$ cat config.mk
export PLATFORM = sky130hd
export DESIGN_NAME = display_power_sequencer_core
export DESIGN_NICKNAME = d
export VERILOG_FILES = /design/src/hw/rtl/dps_pkg.sv /design/src/hw/rtl/dps_step.sv /design/src/hw/rtl/display_power_sequencer_core.sv
export SDC_FILE = /design/constraint.sdc
export NUM_CORES = 1
export LEC_CHECK = 0
export ABC_AREA = 1
export BUFFER_PORTS_ARGS = -buffer_cell sky130_fd_sc_hd__buf_2
export CAP_MARGIN = 20
export CORE_ASPECT_RATIO = 0.9
export CORE_MARGIN = 3
export CORE_UTILIZATION = 31
export DETAILED_ROUTE_END_ITERATION = 6
export PLACE_DENSITY_LB_ADDON = 0.1
export SYNTH_ARGS = -nofsm -noshare
export SYNTH_HDL_FRONTEND = slang
export SYNTH_SLANG_ARGS = --single-unit
$ cat constraint.sdc
create_clock -name clock -period 3 [get_ports clock]
set_input_delay 0.3 -clock clock [delete_from_list [all_inputs] [get_ports clock]]
set_output_delay 0.3 -clock clock [all_outputs]
set_load 0.02 [all_outputs]
$ cat src/hw/rtl/dps_pkg.sv
// Package for the display power sequencer: codes, widths, state types and
// the delay load helper. No dependencies.
`default_nettype none

package dps_pkg;

   localparam int DELAY_WIDTH = 16;
   localparam int CFG_WIDTH   = 16;
   localparam int SAT_WIDTH   = (DELAY_WIDTH > CFG_WIDTH) ? DELAY_WIDTH : CFG_WIDTH;

   localparam logic [1:0] OP_TICK = 2'd0;
   localparam logic [1:0] OP_UP   = 2'd1;
   localparam logic [1:0] OP_DOWN = 2'd2;

   localparam logic [1:0] DIR_NONE = 2'd0;
   localparam logic [1:0] DIR_UP   = 2'd1;
   localparam logic [1:0] DIR_DOWN = 2'd2;

   localparam logic [1:0] STG_PRE   = 2'd0;
   localparam logic [1:0] STG_WAIT1 = 2'd1;
   localparam logic [1:0] STG_WAIT2 = 2'd2;
   localparam logic [1:0] STG_DONE  = 2'd3;

   localparam logic [1:0] CSR_UP_RESET     = 2'd0;
   localparam logic [1:0] CSR_UP_STANDBY   = 2'd1;
   localparam logic [1:0] CSR_DOWN_LED     = 2'd2;
   localparam logic [1:0] CSR_DOWN_STANDBY = 2'd3;

   localparam logic [CFG_WIDTH-1:0] RST_UP_RESET     = CFG_WIDTH'(20);
   localparam logic [CFG_WIDTH-1:0] RST_UP_STANDBY   = CFG_WIDTH'(184);
   localparam logic [CFG_WIDTH-1:0] RST_DOWN_LED     = CFG_WIDTH'(1);
   localparam logic [CFG_WIDTH-1:0] RST_DOWN_STANDBY = CFG_WIDTH'(120);

   typedef struct packed {
      logic [CFG_WIDTH-1:0] up_reset;
      logic [CFG_WIDTH-1:0] up_standby;
      logic [CFG_WIDTH-1:0] down_led;
      logic [CFG_WIDTH-1:0] down_standby;
   } delays_type;

   typedef struct packed {
      logic [1:0]             direction;
      logic [1:0]             stage;
      logic [DELAY_WIDTH-1:0] delay;
      logic                   reset_out;
      logic                   standby_out;
      logic                   led_out;
   } seq_state_type;

   // saturate a register value into the delay counter
   function automatic logic [DELAY_WIDTH-1:0] delay_load(input logic [CFG_WIDTH-1:0] v);
      logic [SAT_WIDTH-1:0] wide;
      logic [SAT_WIDTH-1:0] top;
      wide = SAT_WIDTH'(v);
      top  = SAT_WIDTH'({DELAY_WIDTH{1'b1}});
      if (wide > top) begin
         return DELAY_WIDTH'(top);
      end
      return DELAY_WIDTH'(wide);
   endfunction

endpackage

`default_nettype wire

$ cat src/hw/rtl/dps_step.sv
// Next-state logic of the power sequencer for one item.
// Depends on dps_pkg.
`default_nettype none

module dps_step
   import dps_pkg::*;
(
   input  wire logic [1:0]    op,
   input  wire logic          reset_level,
   input  wire logic          standby_level,
   input  wire logic          led_level,
   input  wire delays_type    delays,
   input  wire seq_state_type cur,
   output seq_state_type      nxt
);

   function automatic seq_state_type eval_up(input seq_state_type s, input logic rst,
                                             input logic stb, input delays_type d);
      seq_state_type r;
      r = s;
      if (r.stage == STG_WAIT1) begin
         if (rst && r.delay == '0) begin
            r.standby_out = 1'b1;
            r.delay       = delay_load(d.up_standby);
            r.stage       = STG_WAIT2;
         end
      end else if (r.stage == STG_WAIT2) begin
         if (stb && r.delay == '0) begin
            r.led_out = 1'b1;
            r.stage   = STG_DONE;
         end
      end
      return r;
   endfunction

   // power-down stages may chain within one item
   function automatic seq_state_type eval_down(input seq_state_type s, input logic rst,
                                               input logic stb, input logic led,
                                               input delays_type d);
      seq_state_type r;
      r = s;
      if (r.stage == STG_PRE && rst && stb && led) begin
         r.led_out = 1'b0;
         r.delay   = delay_load(d.down_led);
         r.stage   = STG_WAIT1;
      end
      if (r.stage == STG_WAIT1 && !led && r.delay == '0) begin
         r.standby_out = 1'b0;
         r.delay       = delay_load(d.down_standby);
         r.stage       = STG_WAIT2;
      end
      if (r.stage == STG_WAIT2 && !stb && r.delay == '0) begin
         r.reset_out = 1'b0;
         r.stage     = STG_DONE;
      end
      return r;
   endfunction

   always_comb begin
      seq_state_type s;
      s = cur;
      case (op)
         OP_TICK: begin
            if (s.delay != '0) begin
               s.delay = s.delay - 1'b1;
            end
            if (s.direction == DIR_UP) begin
               s = eval_up(s, reset_level, standby_level, delays);
            end else if (s.direction == DIR_DOWN) begin
               s = eval_down(s, reset_level, standby_level, led_level, delays);
            end
         end
         OP_UP: begin
            s.direction   = DIR_UP;
            s.reset_out   = 1'b1;
            s.standby_out = 1'b0;
            s.led_out     = 1'b0;
            s.delay       = delay_load(delays.up_reset);
            s.stage       = STG_WAIT1;
            s = eval_up(s, reset_level, standby_level, delays);
         end
         OP_DOWN: begin
            s.direction = DIR_DOWN;
            s.stage     = STG_PRE;
            s = eval_down(s, reset_level, standby_level, led_level, delays);
         end
         default: begin
         end
      endcase
      nxt = s;
   end

endmodule

`default_nettype wire

$ cat src/hw/rtl/display_power_sequencer_core.sv
// Top level of the three-rail panel power sequencer.
// The result is registered: it becomes valid in the cycle after item acceptance.
// Throughput: one item per cycle while results are taken each cycle;
// the result register holds the sequencer state reported for the item.
// Reset (synchronous, active high) clears the sequence state and drives,
// and restores the delay registers to their defaults.
`default_nettype none

module display_power_sequencer_core
   import dps_pkg::*;
(
   input  wire logic                 clock,
   input  wire logic                 reset,
   input  wire logic                 req_valid,
   output logic                      req_ready,
   input  wire logic [1:0]           req_op,
   input  wire logic                 req_reset_level,
   input  wire logic                 req_standby_level,
   input  wire logic                 req_led_level,
   output logic                      rsp_valid,
   input  wire logic                 rsp_ready,
   output logic                      rsp_reset_drive,
   output logic                      rsp_standby_drive,
   output logic                      rsp_led_drive,
   output logic [1:0]                rsp_direction,
   output logic [1:0]                rsp_stage,
   input  wire logic                 csr_wr_en,
   input  wire logic [1:0]           csr_index,
   input  wire logic [CFG_WIDTH-1:0] csr_wdata
);

   seq_state_type state_ff, state_in;
   delays_type    delays_ff, delays_in;
   logic          rsp_valid_ff, rsp_valid_in;
   logic          accept;

   assign req_ready = !rsp_valid_ff || rsp_ready;
   assign accept    = req_valid && req_ready;

   dps_step u_step (
      .op            (req_op),
      .reset_level   (req_reset_level),
      .standby_level (req_standby_level),
      .led_level     (req_led_level),
      .delays        (delays_ff),
      .cur           (state_ff),
      .nxt           (state_in)
   );

   always_comb begin
      delays_in = delays_ff;
      if (csr_wr_en) begin
         unique case (csr_index)
            CSR_UP_RESET:     delays_in.up_reset     = csr_wdata;
            CSR_UP_STANDBY:   delays_in.up_standby   = csr_wdata;
            CSR_DOWN_LED:     delays_in.down_led     = csr_wdata;
            CSR_DOWN_STANDBY: delays_in.down_standby = csr_wdata;
            default: begin
            end
         endcase
      end
   end

   always_comb begin
      rsp_valid_in = rsp_valid_ff;
      if (accept) begin
         rsp_valid_in = 1'b1;
      end else if (rsp_ready) begin
         rsp_valid_in = 1'b0;
      end
   end

   always_ff @(posedge clock) begin
      if (reset) begin
         state_ff               <= '0;
         delays_ff.up_reset     <= RST_UP_RESET;
         delays_ff.up_standby   <= RST_UP_STANDBY;
         delays_ff.down_led     <= RST_DOWN_LED;
         delays_ff.down_standby <= RST_DOWN_STANDBY;
         rsp_valid_ff           <= 1'b0;
      end else begin
         if (accept) begin
            state_ff <= state_in;
         end
         delays_ff    <= delays_in;
         rsp_valid_ff <= rsp_valid_in;
      end
   end

   // state only moves on acceptance, which needs the result slot empty or being taken
   assign rsp_valid         = rsp_valid_ff;
   assign rsp_reset_drive   = state_ff.reset_out;
   assign rsp_standby_drive = state_ff.standby_out;
   assign rsp_led_drive     = state_ff.led_out;
   assign rsp_direction     = state_ff.direction;
   assign rsp_stage         = state_ff.stage;

endmodule

`default_nettype wire
==> impl_metrics.ini <==
[synth]
synth_ff_type = dfxtp_1
async_reset_ff_frac = 0
yosysUniqueCellTypes = 36
synth_seq_cells = 88
yosysSeqAreaShare = 0.3223
yosys-top-cells-area = dfxtp_1, nand2_1, a21oi_1
netlist_instances = 874
synth_common_cells = nand2_1, nor2_1, a21oi_1, o21ai_0, inv_1
synth-edff-count = 0
synth.avg_cell_area_um2 = 6.253
yosysTopAreaCell = dfxtp_1
syn_nets = 907
synth.most_common_cell = nand2_1
yosys_warnings = 0
synth_top_area_share = 0.3223
syn_area_um2 = 5465

[floorplanning]
die_x_um = 146.0
io_pins = 37
core-area_um2 = 17060
placementRows = 45
initial_core_util = 0.3204
chipHeight_um = 132.0
dieArea_um2 = 19260

[critical_path]
cp_slowest_stage_delay_ns = 0.37
cp-start-kind = flop
arrival_ns = 3.13
critPathRequiredTime_ns = 3.29
cp_max_fo = 33
worstSetupPathType = flop to flop
path_cells = nor2_2, nand2_1, nor2_1, nand2_4, buf_4, nand2_2, nand2_1, nor2_2, nand4_2, nor3_4, nand3_2, buf_12, a21oi_1, o21ai_0, nand3_1, nand3_1, a21oi_1
cp_top_family = simple AND/OR/NAND/NOR gates
cp.buffers_inverters = 2
end_kind = flop
critical_path.slowest_cell = dfxtp_1

[route]
first_pass_iters = 6
wl_um = 20410
vias = 5881
m1WireLength_um = 9798
top_layer = met4
met3_length_um = 911
drt_iter0_markers = 486
met2WireLength_um = 9374
vias_per_cell = 5.035
ant_nets = 0
drc = 0
wl_per_cell_um = 17.48

[placed_design]
io_buffers = 36
place_inst = 1152
routabilityCongestion = 0.8921
hpwlAfterDp_um = 15720
placed_area_um2 = 6128

[timing]
finalSetupViolCount = 0
min_period_over_period = 0.9466
hold_viol = 0
fmax_mhz = 352.1
worst_pin_slew_ns = 0.8551
fin_skew_ns = 0.01064
slew_viol_final = 0
maxSlewHeadroom = 0.4278
rsz0062_at_grt = true
post-route-min-period_ns = 2.840

[cells_and_area]
syn_to_final_growth_pct = 19.76
nets = 962
final_util = 0.3836
num-fill-cells = 1903
drive_gt1_frac = 0.1543
multi_input_area_um2 = 3212
antenna_cells = 0
final_cells = 1168
final_area_um2 = 6545
ff_latch_area_um2 = 1763

[power]
p_seq_frac = 0.318
power.density_nw_per_um2 = 625.3
swShare = 0.3787
p_int_mw = 2.543
pwr-share-clk = 0.314
p_total_mw = 4.093
pwr-share-comb = 0.368
switching_power_mw = 1.550
vdd_drop_max_uv = 316.4
leakagePower_nw = 2.842

[clock_network]
clk_pin_slew_ns = 0.07
root_buffer = clkbuf_16
clock_path_buffers = 2
cts_buffers = 9
postCtsHoldBufs = 0
htreeDepth = 3
insertion_delay_ns = 0.36
numClockSinks = 88
cts_tree = built

[global_routing]
grt_pass1_vias = 5475
overflow = 0
grt_max_degree = 62
grt_use_total = 0.2117
antenna_found_initial = 0
grt_pass1_wl_um = 32000

[job]
cap_violations = 0

[run_status]
status = completed

[hold_path]
hold_path_class = primary input to flop
==> worst paths after layout <==
path | depth (start not counted) | start | slack [ns] | end
worst max register to register | 17 | state_ff[13] | 0.16 | state_ff[9]
worst min-delay path | 3 | csr_wdata[2] | 0.20 | delays_ff[50]
worst min register to register | 2 | rsp_led_drive | 0.45 | rsp_led_drive
worst max-delay path | 17 | state_ff[13] | 0.16 | state_ff[9]
==> layout make-up <==
cell class	count	share of cell area
clock buffers	10	0.03651
clock inverters	5	0.01338
inverters	95	0.05448
multi-input cells	649	0.4907
flip-flops and latches	88	0.2694
well taps	235	0.04492
repair buffers	86	0.09061
==> repair_timing <==
action                                  in CTS  in global routing
endpoints found under the hold margin        0                  0
setup buffers                                0                  1
gates resized for setup                      0                 27
endpoints found under the setup margin       0                 20
==> flip-flops by register name, indices dropped and copies added (netlist names) <==
register           cells
rsp_stage              2
rsp_standby_drive      1
delays_ff             64
rsp_led_drive          1
rsp_valid              1
rsp_direction          2
rsp_reset_drive        1
state_ff              16
==> power by group through the flow <==
stage               clock (mW)  combinational (mW)  sequential [mW]
finish                    1.29                1.51             1.30
CTS                       1.31                1.45             1.30
floorplan                    0               0.958             1.31
detailed placement           0                1.44             1.33
global placement             0                1.45             1.33
global route              1.35                1.68             1.31
==> routing by layer <==
layer	track usage	vias to the layer above
li1	-	2998
met5	0	-
met3	0.03472	21
met1	0.2978	2703
met4	0.05380	0
met2	0.3387	159
==> tightest hold or removal path: stages <==
cell and delay, ns:
buf_2 0.12, nand2_1 0.06, nand3_1 0.05
==> stage by stage <==
| step | worst slack, ns | TNS [ns] | hold WS, ns |
|---|---|---|---|
| CTS | 0.01346 | 0 | 0.1969 |
| global route | -0.04225 | -0.08376 | 0.2135 |
| detailed placement | 0.02524 | 0 | 0.4349 |
| floorplan | 0.4783 | 0 | 0.4132 |
| global placement | 0.04169 | 0 | 0.4376 |
| finish | 0.1601 | 0 | 0.2046 |
==> kinds of logic after synthesis <==
family	Yosys count	share of synthesized area
buffers and inverters	137	0.1049
AO/OA/AOI/OAI	237	0.2342
AND/OR/NAND/NOR	404	0.3223
XOR/XNOR	3	0.004809
flip-flops	88	0.3223
adder cells (fa/ha/maj)	5	0.01145
==> cell usage in the layout, fill, tap and decap left out, types with 5 or more instances in the layout <==
cell,netlist,routed
dfxtp_1,88,87
a221oi_1,6,6
nor2_4,3,7
nand2_2,5,5
nand3_1,62,58
nand4_1,14,14
buf_2,2,36
clkbuf_16,0,9
o21ai_1,16,22
nor2_1,98,92
a21oi_1,97,97
nand2_1,199,197
o21ai_0,95,89
inv_1,91,91
o211ai_1,6,6
nor2_2,5,7
buf_4,5,47
nand3_2,4,8
o21bai_2,5,5
No activity file was read; power rests on OpenSTA's default activity.
